**config.mk**
```make
export PLATFORM = sky130hd
export DESIGN_NAME = ttcw_ctrl_flat
export DESIGN_NICKNAME = d
export VERILOG_FILES = /design/src/rtl/ttcw_pkg.sv /design/src/rtl/ttcw_if.sv /design/src/rtl/ttcw_ctrl.sv /design/src/flat_wrapper.sv
export SDC_FILE = /design/constraint.sdc
export NUM_CORES = 1
export LEC_CHECK = 0
export BUFFER_PORTS_ARGS = -buffer_cell sky130_fd_sc_hd__buf_4
export CORE_MARGIN = 5
export CORE_UTILIZATION = 55
export DETAILED_ROUTE_END_ITERATION = 8
export GPL_TIMING_DRIVEN = 0
export HOLD_SLACK_MARGIN = 0.08
export PLACE_DENSITY = 0.81
export SYNTH_ARGS = -nofsm -noshare
export SYNTH_HDL_FRONTEND = slang
export SYNTH_SLANG_ARGS = --single-unit
```
**constraint.sdc**
```tcl
create_clock -name i_clk -period 7.4 [get_ports i_clk]
set_input_delay 1.48 -clock i_clk [delete_from_list [all_inputs] [get_ports i_clk]]
set_output_delay 1.48 -clock i_clk [all_outputs]
set_load 0.02 [all_outputs]
```
**src/rtl/ttcw_pkg.sv**
```systemverilog
// Package for the text terminal cell writer.
// Screen geometry, character codes, cell addressing and the structs shared by the modules.
// No dependencies.
package ttcw_pkg;

    localparam int COLUMNS = 80;
    localparam int ROWS    = 25;
    localparam int CELLS   = ROWS * COLUMNS;

    localparam int COL_W  = $clog2(COLUMNS);
    localparam int ROW_W  = $clog2(ROWS);
    localparam int ADDR_W = $clog2(CELLS);

    // transaction field widths
    localparam int OP_W      = 1;
    localparam int BYTE_W    = 8;
    localparam int RROW_W    = 5;
    localparam int RCOL_W    = 7;
    localparam int CHAR_W    = 7;
    localparam int CUR_COL_W = 7;
    localparam int CUR_ROW_W = 5;

    typedef logic [CHAR_W-1:0] t_char;
    typedef logic [COL_W-1:0]  t_col;
    typedef logic [ROW_W-1:0]  t_row;
    typedef logic [ADDR_W-1:0] t_addr;

    localparam logic [OP_W-1:0] OP_PUT  = 1'b0;
    localparam logic [OP_W-1:0] OP_READ = 1'b1;

    localparam t_char CH_BS    = 7'h08;
    localparam t_char CH_TAB   = 7'h09;
    localparam t_char CH_LF    = 7'h0A;
    localparam t_char CH_CR    = 7'h0D;
    localparam t_char CH_SPACE = 7'h20;
    localparam t_char CH_TILDE = 7'h7E;
    localparam t_char CH_BLANK = CH_SPACE;

    localparam int TAB_STEP = 8;

    localparam logic [COL_W:0] COLS_E   = (COL_W+1)'(COLUMNS);
    localparam t_col           COLS_M1  = COL_W'(COLUMNS - 1);
    localparam logic [COL_W:0] TAB_E    = (COL_W+1)'(TAB_STEP);
    localparam logic [COL_W:0] TAB_MASK = ~((COL_W+1)'(TAB_STEP - 1));
    localparam logic [ROW_W:0] ROWS_E   = (ROW_W+1)'(ROWS);
    localparam t_row           ROWS_M1  = ROW_W'(ROWS - 1);
    localparam t_addr          COLS_A   = ADDR_W'(COLUMNS);
    localparam t_addr          CELLS_M1 = ADDR_W'(CELLS - 1);
    localparam t_addr          COLS_A_M1 = ADDR_W'(COLUMNS - 1);

    typedef struct packed {
        logic  we;
        t_addr waddr;
        t_char wdata;
        t_addr raddr;
    } t_ram_req;

    typedef struct packed {
        logic [CHAR_W-1:0]    cell_char;
        logic [CUR_COL_W-1:0] cursor_col;
        logic [CUR_ROW_W-1:0] cursor_row;
    } t_result;

    // store row shown at a visible row
    function automatic t_row phys_row(t_row top, t_row vis);
        logic [ROW_W:0] s;
        s = {1'b0, top} + {1'b0, vis};
        if (s >= ROWS_E) begin
            s = s - ROWS_E;
        end
        return s[ROW_W-1:0];
    endfunction

    function automatic t_addr cell_addr(t_row row, t_col col);
        return (ADDR_W'(row) * COLS_A) + ADDR_W'(col);
    endfunction

endpackage

```
**src/rtl/ttcw_if.sv**
```systemverilog
// Handshake interfaces for the text terminal cell writer.
// Input item channel and result channel; depends on ttcw_pkg.
interface ttcw_in_if import ttcw_pkg::*; ();
    logic              valid;
    logic              ready;
    logic [OP_W-1:0]   opcode;
    logic [BYTE_W-1:0] byte_value;
    logic [RROW_W-1:0] read_row;
    logic [RCOL_W-1:0] read_col;

    modport source (output valid, output opcode, output byte_value, output read_row,
                    output read_col, input ready);
    modport sink   (input valid, input opcode, input byte_value, input read_row,
                    input read_col, output ready);
endinterface


```
**src/rtl/ttcw_ctrl.sv**
```systemverilog
// Terminal sequencer: input transaction, cursor, scroll pointer, store clearing and access.
// Depends on ttcw_pkg, ttcw_in_if; drives ttcw_ram.
module ttcw_ctrl import ttcw_pkg::*; (
    input  logic     i_clk,
    input  logic     i_rst_n,
    ttcw_in_if.sink  i_in,
    output t_ram_req o_ram_req,
    input  t_char    i_rdata,
    output logic     o_res_valid,
    output t_result  o_res,
    input  logic     i_res_ready
);

    typedef enum logic [2:0] {
        ST_CLEAR,
        ST_IDLE,
        ST_EXEC,
        ST_READ,
        ST_SCROLL,
        ST_DONE
    } t_state;

    t_state            r_state, n_state;
    logic [OP_W-1:0]   r_op, n_op;
    t_char             r_byte, n_byte;
    logic [RROW_W-1:0] r_rrow, n_rrow;
    logic [RCOL_W-1:0] r_rcol, n_rcol;
    t_col              r_col, n_col;
    t_row              r_row, n_row;
    t_row              r_top, n_top;
    t_char             r_char, n_char;
    t_addr             r_cnt, n_cnt;
    t_addr             r_base, n_base;

    logic              lf;
    logic [COL_W:0]    tab;
    logic [COL_W:0]    inc;

    assign i_in.ready  = (r_state == ST_IDLE);
    assign o_res_valid = (r_state == ST_DONE);
    assign o_res.cell_char  = r_char;
    assign o_res.cursor_col = CUR_COL_W'(r_col);
    assign o_res.cursor_row = CUR_ROW_W'(r_row);

    always_comb begin
        n_state = r_state;
        n_op    = r_op;
        n_byte  = r_byte;
        n_rrow  = r_rrow;
        n_rcol  = r_rcol;
        n_col   = r_col;
        n_row   = r_row;
        n_top   = r_top;
        n_char  = r_char;
        n_cnt   = r_cnt;
        n_base  = r_base;
        lf      = 1'b0;
        tab     = (({1'b0, r_col} + TAB_E) & TAB_MASK);
        inc     = {1'b0, r_col} + 1'b1;
        o_ram_req.we    = 1'b0;
        o_ram_req.waddr = r_base + r_cnt;
        o_ram_req.wdata = CH_BLANK;
        o_ram_req.raddr = cell_addr(phys_row(r_top, t_row'(r_rrow)), t_col'(r_rcol));

        case (r_state)
            ST_CLEAR: begin
                o_ram_req.we    = 1'b1;
                o_ram_req.waddr = r_cnt;
                n_cnt           = r_cnt + 1'b1;
                if (r_cnt == CELLS_M1) begin
                    n_cnt   = '0;
                    n_state = ST_IDLE;
                end
            end
            ST_IDLE: begin
                if (i_in.valid) begin
                    n_op    = i_in.opcode;
                    n_byte  = i_in.byte_value[CHAR_W-1:0];
                    n_rrow  = i_in.read_row;
                    n_rcol  = i_in.read_col;
                    n_state = ST_EXEC;
                end
            end
            ST_EXEC: begin
                if (r_op == OP_READ) begin
                    n_char  = CH_BLANK;
                    n_state = ST_DONE;
                    if (int'(r_rrow) < ROWS && int'(r_rcol) < COLUMNS) begin
                        n_state = ST_READ;
                    end
                end else begin
                    n_char  = '0;
                    n_state = ST_DONE;
                    case (r_byte) inside
                        CH_CR: n_col = '0;
                        CH_LF: lf = 1'b1;
                        CH_BS: begin
                            if (r_col != '0) begin
                                n_col = r_col - 1'b1;
                            end
                        end
                        CH_TAB: begin
                            if (tab >= COLS_E) begin
                                n_col = COLS_M1;
                            end else begin
                                n_col = tab[COL_W-1:0];
                            end
                        end
                        [CH_SPACE:CH_TILDE]: begin
                            o_ram_req.we    = 1'b1;
                            o_ram_req.waddr = cell_addr(phys_row(r_top, r_row), r_col);
                            o_ram_req.wdata = r_byte;
                            if (inc >= COLS_E) begin
                                n_col = '0;
                                lf    = 1'b1;
                            end else begin
                                n_col = inc[COL_W-1:0];
                            end
                        end
                        default: ;
                    endcase
                    if (lf) begin
                        if (r_row == ROWS_M1) begin
                            // old top row becomes the blank bottom row
                            n_base  = cell_addr(r_top, '0);
                            n_cnt   = '0;
                            n_top   = (r_top == ROWS_M1) ? '0 : r_top + 1'b1;
                            n_state = ST_SCROLL;
                        end else begin
                            n_row = r_row + 1'b1;
                        end
                    end
                end
            end
            ST_READ: begin
                n_char  = i_rdata;
                n_state = ST_DONE;
            end
            ST_SCROLL: begin
                o_ram_req.we = 1'b1;
                n_cnt        = r_cnt + 1'b1;
                if (r_cnt == COLS_A_M1) begin
                    n_cnt   = '0;
                    n_state = ST_DONE;
                end
            end
            ST_DONE: begin
                if (i_res_ready) begin
                    n_state = ST_IDLE;
                end
            end
            default: n_state = ST_IDLE;
        endcase
    end

    always_ff @(posedge i_clk) begin
        if (!i_rst_n) begin
            r_state <= ST_CLEAR;
            r_cnt   <= '0;
            r_col   <= '0;
            r_row   <= '0;
            r_top   <= '0;
        end else begin
            r_state <= n_state;
            r_cnt   <= n_cnt;
            r_col   <= n_col;
            r_row   <= n_row;
            r_top   <= n_top;
            r_op    <= n_op;
            r_byte  <= n_byte;
            r_rrow  <= n_rrow;
            r_rcol  <= n_rcol;
            r_char  <= n_char;
            r_base  <= n_base;
        end
    end

`ifndef ASSERT_OFF
    a_clear_blocks_input: assert property (@(posedge i_clk) disable iff (!i_rst_n)
        (r_state == ST_CLEAR) |-> !i_in.ready)
        else $error("input taken during clearing pass");

    a_accept_to_exec: assert property (@(posedge i_clk) disable iff (!i_rst_n)
        (i_in.valid && i_in.ready) |=> (r_state == ST_EXEC))
        else $error("accepted transaction not executed");

    a_write_states: assert property (@(posedge i_clk) disable iff (!i_rst_n)
        o_ram_req.we |-> (r_state == ST_CLEAR || r_state == ST_EXEC || r_state == ST_SCROLL))
        else $error("store write outside clear, execute or scroll");

    a_scroll_at_bottom: assert property (@(posedge i_clk) disable iff (!i_rst_n)
        (r_state == ST_SCROLL) |-> (r_row == ROWS_M1))
        else $error("scroll with cursor above bottom row");

    a_cursor_range: assert property (@(posedge i_clk) disable iff (!i_rst_n)
        (r_state == ST_DONE) |-> (int'(r_col) < COLUMNS && int'(r_row) < ROWS))
        else $error("cursor outside screen");
`endif

endmodule

```
**src/flat_wrapper.sv**
```systemverilog
// flat-port wrapper written by rule: the top's interface ports become plain ports
module ttcw_ctrl_flat import ttcw_pkg::*;
  (i_clk, i_rst_n, o_ram_req, i_rdata, o_res_valid, o_res, i_res_ready, i_in_valid, i_in_opcode, i_in_byte_value, i_in_read_row, i_in_read_col, i_in_ready);
  ttcw_in_if i_in_i ();
  input  logic i_clk;
  input  logic i_rst_n;
  output t_ram_req o_ram_req;
  input  t_char i_rdata;
  output logic o_res_valid;
  output t_result o_res;
  input  logic i_res_ready;
  input wire logic [$bits(i_in_i.valid)-1:0] i_in_valid;
  input wire logic [$bits(i_in_i.opcode)-1:0] i_in_opcode;
  input wire logic [$bits(i_in_i.byte_value)-1:0] i_in_byte_value;
  input wire logic [$bits(i_in_i.read_row)-1:0] i_in_read_row;
  input wire logic [$bits(i_in_i.read_col)-1:0] i_in_read_col;
  output wire logic [$bits(i_in_i.ready)-1:0] i_in_ready;
  assign i_in_i.valid = i_in_valid;
  assign i_in_i.opcode = i_in_opcode;
  assign i_in_i.byte_value = i_in_byte_value;
  assign i_in_i.read_row = i_in_read_row;
  assign i_in_i.read_col = i_in_read_col;
  assign i_in_ready = i_in_i.ready;
  ttcw_ctrl u_core (.i_clk(i_clk), .i_rst_n(i_rst_n), .i_in(i_in_i), .o_ram_req(o_ram_req), .i_rdata(i_rdata), .o_res_valid(o_res_valid), .o_res(o_res), .i_res_ready(i_res_ready));
endmodule
```
==> results of run 1 <==
worst max-delay path, stage by stage, from the launching register on:
cell	delay [ns]
sky130_fd_sc_hd__dfxtp_1	0.54
sky130_fd_sc_hd__ha_1	0.25
sky130_fd_sc_hd__inv_1	0.06
sky130_fd_sc_hd__fa_1	0.40
sky130_fd_sc_hd__nor2b_1	0.11
sky130_fd_sc_hd__o21ai_0	0.13
sky130_fd_sc_hd__a21oi_1	0.22
sky130_fd_sc_hd__nor2b_1	0.08
sky130_fd_sc_hd__o21ai_1	0.34
sky130_fd_sc_hd__nand2_1	0.12
sky130_fd_sc_hd__xnor2_1	0.24
sky130_fd_sc_hd__ha_1	0.28
sky130_fd_sc_hd__ha_1	0.24
sky130_fd_sc_hd__fa_1	0.55
sky130_fd_sc_hd__nand2_1	0.12
sky130_fd_sc_hd__nor2_1	0.16
sky130_fd_sc_hd__o21ai_0	0.12
sky130_fd_sc_hd__a222oi_1	0.39
sky130_fd_sc_hd__xnor2_1	0.14
sky130_fd_sc_hd__a221o_1	0.32
sky130_fd_sc_hd__buf_4	0.16
layout by cell type, fill, tap and decap left out, types with 8 or more instances in the layout:
cell type and instances:
sky130_fd_sc_hd__a21o_1 10, sky130_fd_sc_hd__nor2b_1 11, sky130_fd_sc_hd__inv_1 25, sky130_fd_sc_hd__edfxtp_1 34, sky130_fd_sc_hd__nand3_1 16, sky130_fd_sc_hd__buf_4 85, sky130_fd_sc_hd__nand2_1 48, sky130_fd_sc_hd__nor3_1 10
sky130_fd_sc_hd__clkbuf_8 9, sky130_fd_sc_hd__clkbuf_1 14, sky130_fd_sc_hd__a211oi_1 8, sky130_fd_sc_hd__xor2_1 18, sky130_fd_sc_hd__fa_1 8, sky130_fd_sc_hd__and2_1 14, sky130_fd_sc_hd__dfxtp_1 31, sky130_fd_sc_hd__ha_1 55
sky130_fd_sc_hd__and3_1 10, sky130_fd_sc_hd__o21ai_0 36, sky130_fd_sc_hd__a21oi_1 32, sky130_fd_sc_hd__xnor2_1 29, sky130_fd_sc_hd__nor2_1 37, sky130_fd_sc_hd__nand4_1 8
power breakdown:
part	switching (W)	internal [W]
Sequential	0.00000197	0.000378
Clock	0.000147	0.000155
Combinational	0.0000105	0.0000141
Total	0.000160	0.000547
stage by stage:
stage	cell area [sq um]	setup slack (ns)	utilization, %	instances
2_1_floorplan	5120	1.43	-	562
5_1_grt	6050	0.302	66.1	769
6_report	6050	0.594	66.1	769
4_1_cts	6050	0.601	66.1	769
3_5_place_dp	5860	0.987	64.0	753
3_3_place_gp	5860	1.16	64.0	753
cell type report:
class | instances | area [sq um] | share of cell area [%]
Buffer | 25 | 120 | 1.99
Clock buffer | 9 | 124 | 2.05
Clock inverter | 7 | 70.1 | 1.16
Inverter | 25 | 93.8 | 1.55
Multi-Input combinational cell | 447 | 3260 | 53.9
Sequential cell | 65 | 1640 | 27.1
Tap cell | 111 | 139 | 2.30
Timing Repair Buffer | 80 | 601 | 9.93
state kept, by name, summed over array words and instances, names as in the netlist:
| register | flops |
|---|---|
| u_core.r_cnt | 11 |
| u_core.r_rrow | 5 |
| u_core.r_base | 7 |
| u_core.r_col | 7 |
| u_core.r_byte | 7 |
| u_core.r_rcol | 7 |
| u_core.r_op | 1 |
| u_core.r_top | 5 |
| u_core.r_row | 5 |
| u_core.r_state | 3 |
| u_core.r_char | 7 |
worst paths after layout:
kind | from | end | slack (ns) | cells after the start
worst max-delay path | u_core.r_top[0] | o_ram_req[28] | 0.59 | 20
worst min-delay path | u_core.r_cnt[1] | u_core.r_cnt[1] | 0.53 | 2
worst max register to register | u_core.r_col[0] | u_core.r_base[8] | 4.51 | 8
worst min register to register | u_core.r_cnt[1] | u_core.r_cnt[1] | 0.53 | 2
synthesized netlist by cell type (all sizes together), types with 2 or more instances:
cell type / number / area share (%)
or2: 3 / 0.37
inv: 25 / 1.8
nor2: 37 / 2.7
and3: 10 / 1.2
edfxtp: 34 / 20
and2: 14 / 1.7
nand4b: 5 / 0.86
a211oi: 8 / 1.2
nand2: 49 / 3.6
nor4b: 3 / 0.76
a221o: 2 / 0.39
o2111ai: 2 / 0.34
a21o: 10 / 1.5
o21ai: 38 / 3.8
a21boi: 5 / 0.73
mux2i: 5 / 0.98
nor3: 10 / 0.98
ha: 55 / 13
a21oi: 32 / 3.1
o22ai: 4 / 0.49
o21bai: 4 / 0.66
a22oi: 4 / 0.59
nand4: 8 / 0.98
nand3b: 3 / 0.44
nor3b: 3 / 0.44
and4: 2 / 0.34
nor2b: 11 / 1.3
nor4: 4 / 0.49
buf: 11 / 1.3
o211ai: 4 / 0.59
a31oi: 3 / 0.37
clkbuf: 14 / 1.0
dfxtp: 31 / 12
and3b: 2 / 0.34
o21a: 3 / 0.44
xnor2: 29 / 5.0
a32oi: 2 / 0.34
nand3: 16 / 1.6
fa: 8 / 3.1
xor2: 18 / 3.1
or3: 6 / 0.73
mux2: 2 / 0.44
o32ai: 2 / 0.34
nand2b: 6 / 0.73
cells by family (layout without fill, tap and decap cells):
group                      after synthesis  count (layout)  share of synthesized area, %
buffers and inverters                   50             146                          4.18
muxes                                    7               7                          1.42
DFF                                     65              65                          32.1
and+or+nand+nor                        193             193                          19.9
xor gates and xnor gates                47              47                          8.05
AOI/OAI and AO/OA                      137             137                          17.8
adders and majority gates               63              63                          16.6
per-layer routing:
layer | wire length [um] | share of wire (%) | global-route usage [%] | vias up
met5 | 0 | 0 | 0 | -
met1 | 5210 | 42 | 26.6 | 2144
li1 | - | - | - | 2228
met4 | 199 | 1.6 | 6.21 | 0
met3 | 668 | 5.4 | 4.19 | 18
met2 | 6320 | 51 | 39.5 | 125
==> flow_summary.ini, run 1 <==
[route]
route.detailed.vias_per_inst = 5.87
drt_drc_violations_left = 0
totalWireLength_mm = 12.4
detailedRoute.firstPassIterationCount = 5
detailroute.via_count = 4515
routed_wire_length_per_instance_um = 16.1
drt_iter0_drc = 306
drtAntennaViolNets = 0

[status]
outcome = finished, final reports clean

[floorplan]
design.die.area_sq_um = 11300
placement_rows = 35
placeableCoreArea_sq_um = 9150
die_y_um = 106
boundaryPins = 83
initial_utilization_pct = 55.9
die_w_um = 106

[logic_synthesis]
mappedNetlistArea_sq_um = 5120
synth_fp_nets = 657
synth_top_flop_cell = sky130_fd_sc_hd__edfxtp_1
synth.yosys.warnings = 0
async_reset_ff_share_pct = 0
edff_count_synth = 34
syn_area_per_cell_sq_um = 9.10
postSynthCellCount = 562
netlist_cell_types = 66
yosys_register_bits = 65
synth_seq_area_share_pct = 32.1

[worst_setup_path]
critPathKind = reg2out
arrival_ns = 5.33
critPathCaptureType = primary output
crit_path_launch_type = flip-flop
critPathRequiredTime_ns = 5.92
crit_fanout = 10

[timing]
tightest_pin_transition_ns = 0.988
setup_repair_after_global_routing_missed_its_margin = no
final_max_slew_viol_count = 0
min_period_ns = 6.81
whs_ns = 0.531
hold_viol_final = 0
max_freq_mhz = 147
number_of_setup_violations_in_the_final_report = 0
tightest_slew_margin_relative_to_the_limit_pct = 33.7
period_share_pct = 92.0
worst_clock_skew_ns = 0.00980
tns_ns = 0

[global_routing]
wire_length_of_the_first_global_routing_pass_mm = 20.3
grt_start_max_net_pins = 21
grt_util_all_layers_pct = 21.9
number_of_global_route_vias_before_repair = 4372
grt_overflow_total = 0
initial_antenna_violation_count = 0

[clock_tree]
tritoncts = built
cts_resized = 0
clock_latency_ns = 0.35
ctsHoldBuffers = 0
cts.repair_timing.setup_buffer_count = 0
numCtsBuffers = 9
sinks_on_clock_net = 65
cts.htree.levels = 3
cts.reportedPaths.clkPinSlew_ns = 0.08
cts-root-buf = sky130_fd_sc_hd__clkbuf_8
cts_buffer_depth = 2

[layout]
antennaDiodeCount = 0
layout_cell_share_with_drive_strength_beyond_1_pct = 18.2
flow.area_growth_from_synthesis_pct = 18.2
nets = 748
fill_cells = 709

[placement]
placement.io_buffers = 80
place_hpwl_mm = 9.70
place.gp.congestion = 0.857

[pwr]
p_leak_nw = 2.59
vdd_ir_drop_max_uv = 91.6
powerDensity_nw_per_um2 = 117
overall_power_of_the_completed_layout_w = 0.000707

[flow_run]
max_cap_viol_count = 0

[hold_path]
hold_path_class = reg2reg
Power figures use the tool's default switching activity.
==> run 2: changes to the inputs <==
--- a/config.mk
+++ b/config.mk
@@ -5,13 +5,13 @@
 export SDC_FILE = /design/constraint.sdc
 export NUM_CORES = 1
 export LEC_CHECK = 0
+export ABC_AREA = 1
 export BUFFER_PORTS_ARGS = -buffer_cell sky130_fd_sc_hd__buf_4
-export CORE_MARGIN = 5
 export CORE_UTILIZATION = 55
 export DETAILED_ROUTE_END_ITERATION = 8
 export GPL_TIMING_DRIVEN = 0
 export HOLD_SLACK_MARGIN = 0.08
-export PLACE_DENSITY = 0.81
+export PLACE_DENSITY = 0.8
 export SYNTH_ARGS = -nofsm -noshare
 export SYNTH_HDL_FRONTEND = slang
 export SYNTH_SLANG_ARGS = --single-unit
==> run 2 against run 1 <==
  * Worst hold slack gained 0.019 ns
  * Core utilization grew 0.85 points
  * Synthesized area grew 8.6%
  * Cell area grew 8.2%
  * Via count grew 16%
  * First-iteration DRC count shrank 3.6%
  * Register-to-register slack gained 0.43 ns
  * Maximum frequency grew 6.5%
  * Critical path type unchanged
  * Highest routed layer unchanged
==> flow_summary.ini, run 2 <==
[global_routing]
initial_antenna_violation_count = 0
grt_overflow_total = 0
grt_util_all_layers_pct = 27.1
wire_length_of_the_first_global_routing_pass_mm = 21.9
grt_start_max_net_pins = 13
number_of_global_route_vias_before_repair = 4763

[worst_setup_path]
crit_fanout = 8
critPathRequiredTime_ns = 5.92
critPathCaptureType = primary output
crit_path_launch_type = flip-flop
arrival_ns = 4.91
critPathKind = reg2out
worst_r2r_startpoint = u_core.r_col[1]
worst_setup_path_startpoint = u_core.r_top[0]

[clock_tree]
cts.htree.levels = 3
cts.repair_timing.setup_buffer_count = 0
sinks_on_clock_net = 65
cts.reportedPaths.clkPinSlew_ns = 0.08
ctsHoldBuffers = 0
cts_resized = 0
cts-root-buf = sky130_fd_sc_hd__clkbuf_8
tritoncts = built
clock_latency_ns = 0.36
cts_buffer_depth = 2
numCtsBuffers = 9

[logic_synthesis]
synth_most_common_cell = sky130_fd_sc_hd__nand2_1
synth_top_area_cell = sky130_fd_sc_hd__edfxtp_1
synth.cells.most_frequent = sky130_fd_sc_hd__nand2_1, sky130_fd_sc_hd__inv_1, sky130_fd_sc_hd__nand3_1
edff_count_synth = 34
mappedNetlistArea_sq_um = 5550
async_reset_ff_share_pct = 0
synth_top_area_share_pct = 18.4
synthTopCellsByArea = sky130_fd_sc_hd__edfxtp_1, sky130_fd_sc_hd__ha_1, sky130_fd_sc_hd__dfxtp_1
synth_top_flop_cell = sky130_fd_sc_hd__edfxtp_1
postSynthCellCount = 726
syn_area_per_cell_sq_um = 7.65
yosys_register_bits = 65
synth.yosys.warnings = 0
synth_seq_area_share_pct = 29.6
synth_fp_nets = 821
netlist_cell_types = 51

[pwr]
vdd_ir_drop_max_uv = 104
p_leak_nw = 3.12
overall_power_of_the_completed_layout_w = 0.00109
powerDensity_nw_per_um2 = 167

[layout]
mostFrequentLayoutCell = sky130_fd_sc_hd__nand2_1
layout_cell_share_with_drive_strength_beyond_1_pct = 18.7
regMostFlops = u_core.r_cnt
largest_register_ffs = 11
antennaDiodeCount = 0
flow.area_growth_from_synthesis_pct = 17.8
nets = 914
most-common-layout-cells = sky130_fd_sc_hd__nand2_1, sky130_fd_sc_hd__inv_1, sky130_fd_sc_hd__buf_4

[floorplan]
placeableCoreArea_sq_um = 9770
boundaryPins = 83
initial_utilization_pct = 56.8
die_w_um = 102
design.die.area_sq_um = 10500
placement_rows = 36
die_y_um = 102

[route]
totalWireLength_mm = 13.7
drt_drc_violations_left = 0
route.detailed.vias_per_inst = 5.49
drtAntennaViolNets = 0
detailroute.via_count = 5250
detailedRoute.firstPassIterationCount = 5
routed_wire_length_per_instance_um = 14.3
drt_iter0_drc = 295

[timing]
postLayoutSetupSlackWorst_ns = 1.01
tns_ns = 0
number_of_setup_violations_in_the_final_report = 0
tightest_slew_margin_relative_to_the_limit_pct = 45.8
worst_clock_skew_ns = 0.00823
min_period_ns = 6.39
final_max_slew_viol_count = 0
hold_viol_final = 0
setup_repair_after_global_routing_missed_its_margin = no
period_share_pct = 86.3
tightest_pin_transition_ns = 0.809
max_freq_mhz = 157

[placement]
dp_slack_ns = 1.43
place_hpwl_mm = 10.7
place.gp.congestion = 0.986
placement.io_buffers = 81

[hold_path]
hold_path_class = reg2reg
hold_path.startpoint = u_core.r_row[4]

[flow_run]
max_cap_viol_count = 0

[status]
outcome = finished, final reports clean
==> run 2: cell types whose count changed after synthesis, moves of 12 or more <==
cell                      delta
sky130_fd_sc_hd__nand2_1   +110
sky130_fd_sc_hd__inv_1      +62
sky130_fd_sc_hd__nand3_1    +52
sky130_fd_sc_hd__xnor2_1    -16
sky130_fd_sc_hd__and2_1     -14
sky130_fd_sc_hd__a21oi_1    +13
sky130_fd_sc_hd__xor2_1     +12
==> run 2: logic make-up after synthesis <==
kind of cell,Yosys count,synth area share [%]
xor gates and xnor gates,43,6.78
buffers and inverters,115,8.97
AOI/OAI and AO/OA,100,10.5
adders and majority gates,63,15.3
and+or+nand+nor,340,28.9
DFF,65,29.6
==> run 2: worst paths after layout <==
| kind | end | slack (ns) | cells after the start |
|---|---|---|---|
| worst max register to register | u_core.r_base[4] | 4.94 | 11 |
| worst min register to register | u_core.r_row[4] | 0.55 | 2 |
| worst max-delay path | o_ram_req[28] | 1.01 | 20 |
| worst min-delay path | u_core.r_row[4] | 0.55 | 2 |
==> run 2: routing by layer <==
metal	GRT usage, %	up-vias	share of wire, %
li1	-	2611	-
met1	34.3	2433	43
met2	46.7	179	49
met3	3.86	27	6.1
met4	10.8	0	2.2
met5	0	-	0
==> run 2: area by class of cell <==
cell class	count	area, sq um
Buffer	19	135
Sequential cell	65	1640
Inverter	96	363
Fill cell	820	3230
Clock buffer	10	128
Clock inverter	6	67.6
Tap cell	133	166
Timing Repair Buffer	82	623
Multi-Input combinational cell	546	3420
==> run 2: critical path, cell delays in order (launching register included) <==
cell and delay [ns]:
sky130_fd_sc_hd__dfxtp_1 0.54, sky130_fd_sc_hd__ha_1 0.26, sky130_fd_sc_hd__inv_1 0.07, sky130_fd_sc_hd__fa_1 0.40, sky130_fd_sc_hd__xor2_1 0.33, sky130_fd_sc_hd__nand3b_1 0.13
sky130_fd_sc_hd__nand3_1 0.12, sky130_fd_sc_hd__nand2_1 0.14, sky130_fd_sc_hd__o21ai_0 0.39, sky130_fd_sc_hd__ha_1 0.32, sky130_fd_sc_hd__ha_1 0.24, sky130_fd_sc_hd__fa_1 0.40
sky130_fd_sc_hd__xor2_1 0.27, sky130_fd_sc_hd__nand3_1 0.15, sky130_fd_sc_hd__xnor2_1 0.21, sky130_fd_sc_hd__inv_1 0.06, sky130_fd_sc_hd__nand3_1 0.08, sky130_fd_sc_hd__nand3_1 0.11
sky130_fd_sc_hd__nand2_1 0.10, sky130_fd_sc_hd__nand2_1 0.08, sky130_fd_sc_hd__buf_4 0.16
==> run 2: through the flow <==
stage	cell area (sq um)	std cells	hold slack [ns]	util, %
after global routing	6540	957	0.593	66.9
final	6540	957	0.549	66.9
after detailed placement	6350	941	0.544	65.0
after CTS	6540	957	0.559	66.9
after global placement	6330	940	0.535	64.7
after floorplan	5550	726	0.503	-
==> run 2: power breakdown <==
group          internal, W  total (W)  switching [W]  leakage (nW)
Clock             0.000157   0.000313       0.000156        0.0929
Sequential        0.000397   0.000417      0.0000199         0.560
Combinational     0.000139   0.000362       0.000223          2.47
==> run 3: changes to the inputs <==
--- a/config.mk
+++ b/config.mk
@@ -8,6 +8,7 @@
 export ABC_AREA = 1
 export BUFFER_PORTS_ARGS = -buffer_cell sky130_fd_sc_hd__buf_4
 export CORE_UTILIZATION = 55
+export CTS_BUF_LIST = sky130_fd_sc_hd__clkbuf_8
 export DETAILED_ROUTE_END_ITERATION = 8
 export GPL_TIMING_DRIVEN = 0
 export HOLD_SLACK_MARGIN = 0.08
==> run 3 against run 2 <==
  * Via count about the same
  * Wire length about the same
  * Flip-flop and latch count unchanged
  * Cell area unchanged
  * Sequential share of layout area unchanged
  * Register-to-register slack about the same
  * Maximum frequency decreased by 0.19%
  * Die area unchanged
  * Critical path depth unchanged
  * Clock power about the same
  * Critical path type unchanged
  * Critical endpoint unchanged
  * Largest cell class unchanged
==> flow_summary.ini, run 3 (synthesis gave the netlist of run 2 again) <==
[layout]
largest_register_ffs = 11
finish.cell_count_without_fillers = 957
mostFrequentLayoutCell = sky130_fd_sc_hd__nand2_1
nets = 914
regMostFlops = u_core.r_cnt
antennaDiodeCount = 0
fill_cells = 820
most-common-layout-cells = sky130_fd_sc_hd__nand2_1, sky130_fd_sc_hd__inv_1, sky130_fd_sc_hd__buf_4
layout_cell_share_with_drive_strength_beyond_1_pct = 18.7
flow.area_growth_from_synthesis_pct = 17.8

[global_routing]
grt_overflow_total = 0
grt_util_all_layers_pct = 27.1
number_of_global_route_vias_before_repair = 4763
grt_start_max_net_pins = 13
initial_antenna_violation_count = 0
wire_length_of_the_first_global_routing_pass_mm = 21.9

[route]
detailroute.via_count = 5251
route.detailed.vias_per_inst = 5.49
drtAntennaViolNets = 0
detailedRoute.firstPassIterationCount = 5
drt_iter0_drc = 295
routed_wire_length_per_instance_um = 14.3
drt_drc_violations_left = 0
totalWireLength_mm = 13.7

[clock_tree]
cts.repair_timing.setup_buffer_count = 0
sinks_on_clock_net = 65
cts_buffer_depth = 2
ctsHoldBuffers = 0
clock_latency_ns = 0.36
cts.htree.levels = 3
tritoncts = built
numCtsBuffers = 9
cts_resized = 0
cts.reportedPaths.clkPinSlew_ns = 0.08
cts-root-buf = sky130_fd_sc_hd__clkbuf_8

[placement]
dp_cells = 941
place_hpwl_mm = 10.7
dp_slack_ns = 1.43
placement.io_buffers = 81
place.gp.congestion = 0.986

[worst_setup_path]
reg2regPathDepth = 11
crit_path_launch_type = flip-flop
crit_path_max_incr_delay_ns = 0.54
worst_r2r_startpoint = u_core.r_col[1]
regToRegSetupSlack_ns = 4.94
critPathCaptureType = primary output
arrival_ns = 4.92
critPathRequiredTime_ns = 5.92
critPathKind = reg2out
crit_top_cell = sky130_fd_sc_hd__nand3_1
timing.critical_path.slowest_stage_cell = sky130_fd_sc_hd__dfxtp_1
critical_path.n_buffers_inverters = 3
ordered_list_of_cells_on_the_worst_path = ha_1, inv_1, fa_1, xor2_1, nand3b_1, nand3_1, nand2_1, o21ai_0, ha_1, ha_1, fa_1, xor2_1, nand3_1, xnor2_1, inv_1, nand3_1, nand3_1, nand2_1, nand2_1, buf_4
crit_fanout = 8
r2r_end = u_core.r_base[4]
critPathTopFamily = adder cells

[timing]
setup_repair_after_global_routing_missed_its_margin = no
postLayoutSetupSlackWorst_ns = 0.999
min_period_ns = 6.40
period_share_pct = 86.5
tightest_slew_margin_relative_to_the_limit_pct = 45.4
max_freq_mhz = 156
worst_clock_skew_ns = 0.00829
tightest_pin_transition_ns = 0.815
hold_viol_final = 0
final_max_slew_viol_count = 0
number_of_setup_violations_in_the_final_report = 0
tns_ns = 0

[hold_path]
hold_path_end = u_core.r_row[4]
holdPathStages = 2
hold_path_class = reg2reg
hold_path.startpoint = u_core.r_row[4]

[floorplan]
placeableCoreArea_sq_um = 9770
boundaryPins = 83
die_w_um = 102
placement_rows = 36
initial_utilization_pct = 56.8
design.die.area_sq_um = 10500
die_y_um = 102

[status]
outcome = finished, final reports clean

[pwr]
vdd_ir_drop_max_uv = 104
powerDensity_nw_per_um2 = 167
p_leak_nw = 3.13

[flow_run]
max_cap_viol_count = 0
[run 3: cell count changes in the layout (fill, tap and decap cells not counted), sizes merged]
cell,before,now
clkbuf,14,13
inv,97,98
[run 3: layer usage]
layer,share of wire [%],global-route usage [%],routed length [um],up-vias
li1,-,-,-,2612
met1,43,34.3,5920,2439
met2,49,46.7,6700,173
met3,5.8,3.86,800,27
met4,2.2,10.8,298,0
met5,0,0,0,-
[run 3: report_power, final]
group          leakage, nW  switching [W]  total (W)  internal [W]
combinational         2.47       0.000223   0.000362      0.000139
sequential           0.560      0.0000199   0.000417      0.000397
clock               0.0970       0.000156   0.000311      0.000155
total                 3.13       0.000399    0.00109      0.000692
[run 3: how the worst max path moves through the flow]
stage,depth (start not counted),to,start,slack (ns)
after global placement,20,o_ram_req[28],u_core.r_top[0],1.64
after floorplan,19,o_ram_req[28],u_core.r_row[0],2.10
final,20,o_ram_req[28],u_core.r_top[0],1.0
after global routing,24,o_ram_req[28],u_core.r_top[0],0.70
after detailed placement,20,o_ram_req[28],u_core.r_top[0],1.43
after CTS,20,o_ram_req[28],u_core.r_top[0],1.05
[run 3: through the flow]
step | cell area, sq um | total power, W | hold WS [ns] | utilization (%)
after floorplan | 5550 | 0.000659 | 0.503 | -
after global placement | 6330 | 0.000775 | 0.535 | 64.7
after detailed placement | 6350 | 0.000782 | 0.544 | 65.0
after CTS | 6540 | 0.00109 | 0.559 | 66.9
after global routing | 6540 | 0.00114 | 0.593 | 66.9
final | 6540 | 0.00109 | 0.550 | 66.9
[run 3: area by class of cell]
class                           count  area (sq um)  share of cell area [%]
Multi-Input combinational cell    546          3420                    52.3
Sequential cell                    65          1640                    25.1
Timing Repair Buffer               82           623                    9.52
Inverter                           96           363                    5.54
Tap cell                          133           166                    2.54
Buffer                             19           135                    2.07
Clock buffer                        9           124                    1.89
Clock inverter                      7          71.3                    1.09
[run 3: tightest hold or removal path: cells and delay by family, from the launching register on]
kind	cells	cell delay, ns
DFF	1	0.36
and+or+nand+nor	1	0.09
AOI/OAI and AO/OA	1	0.06
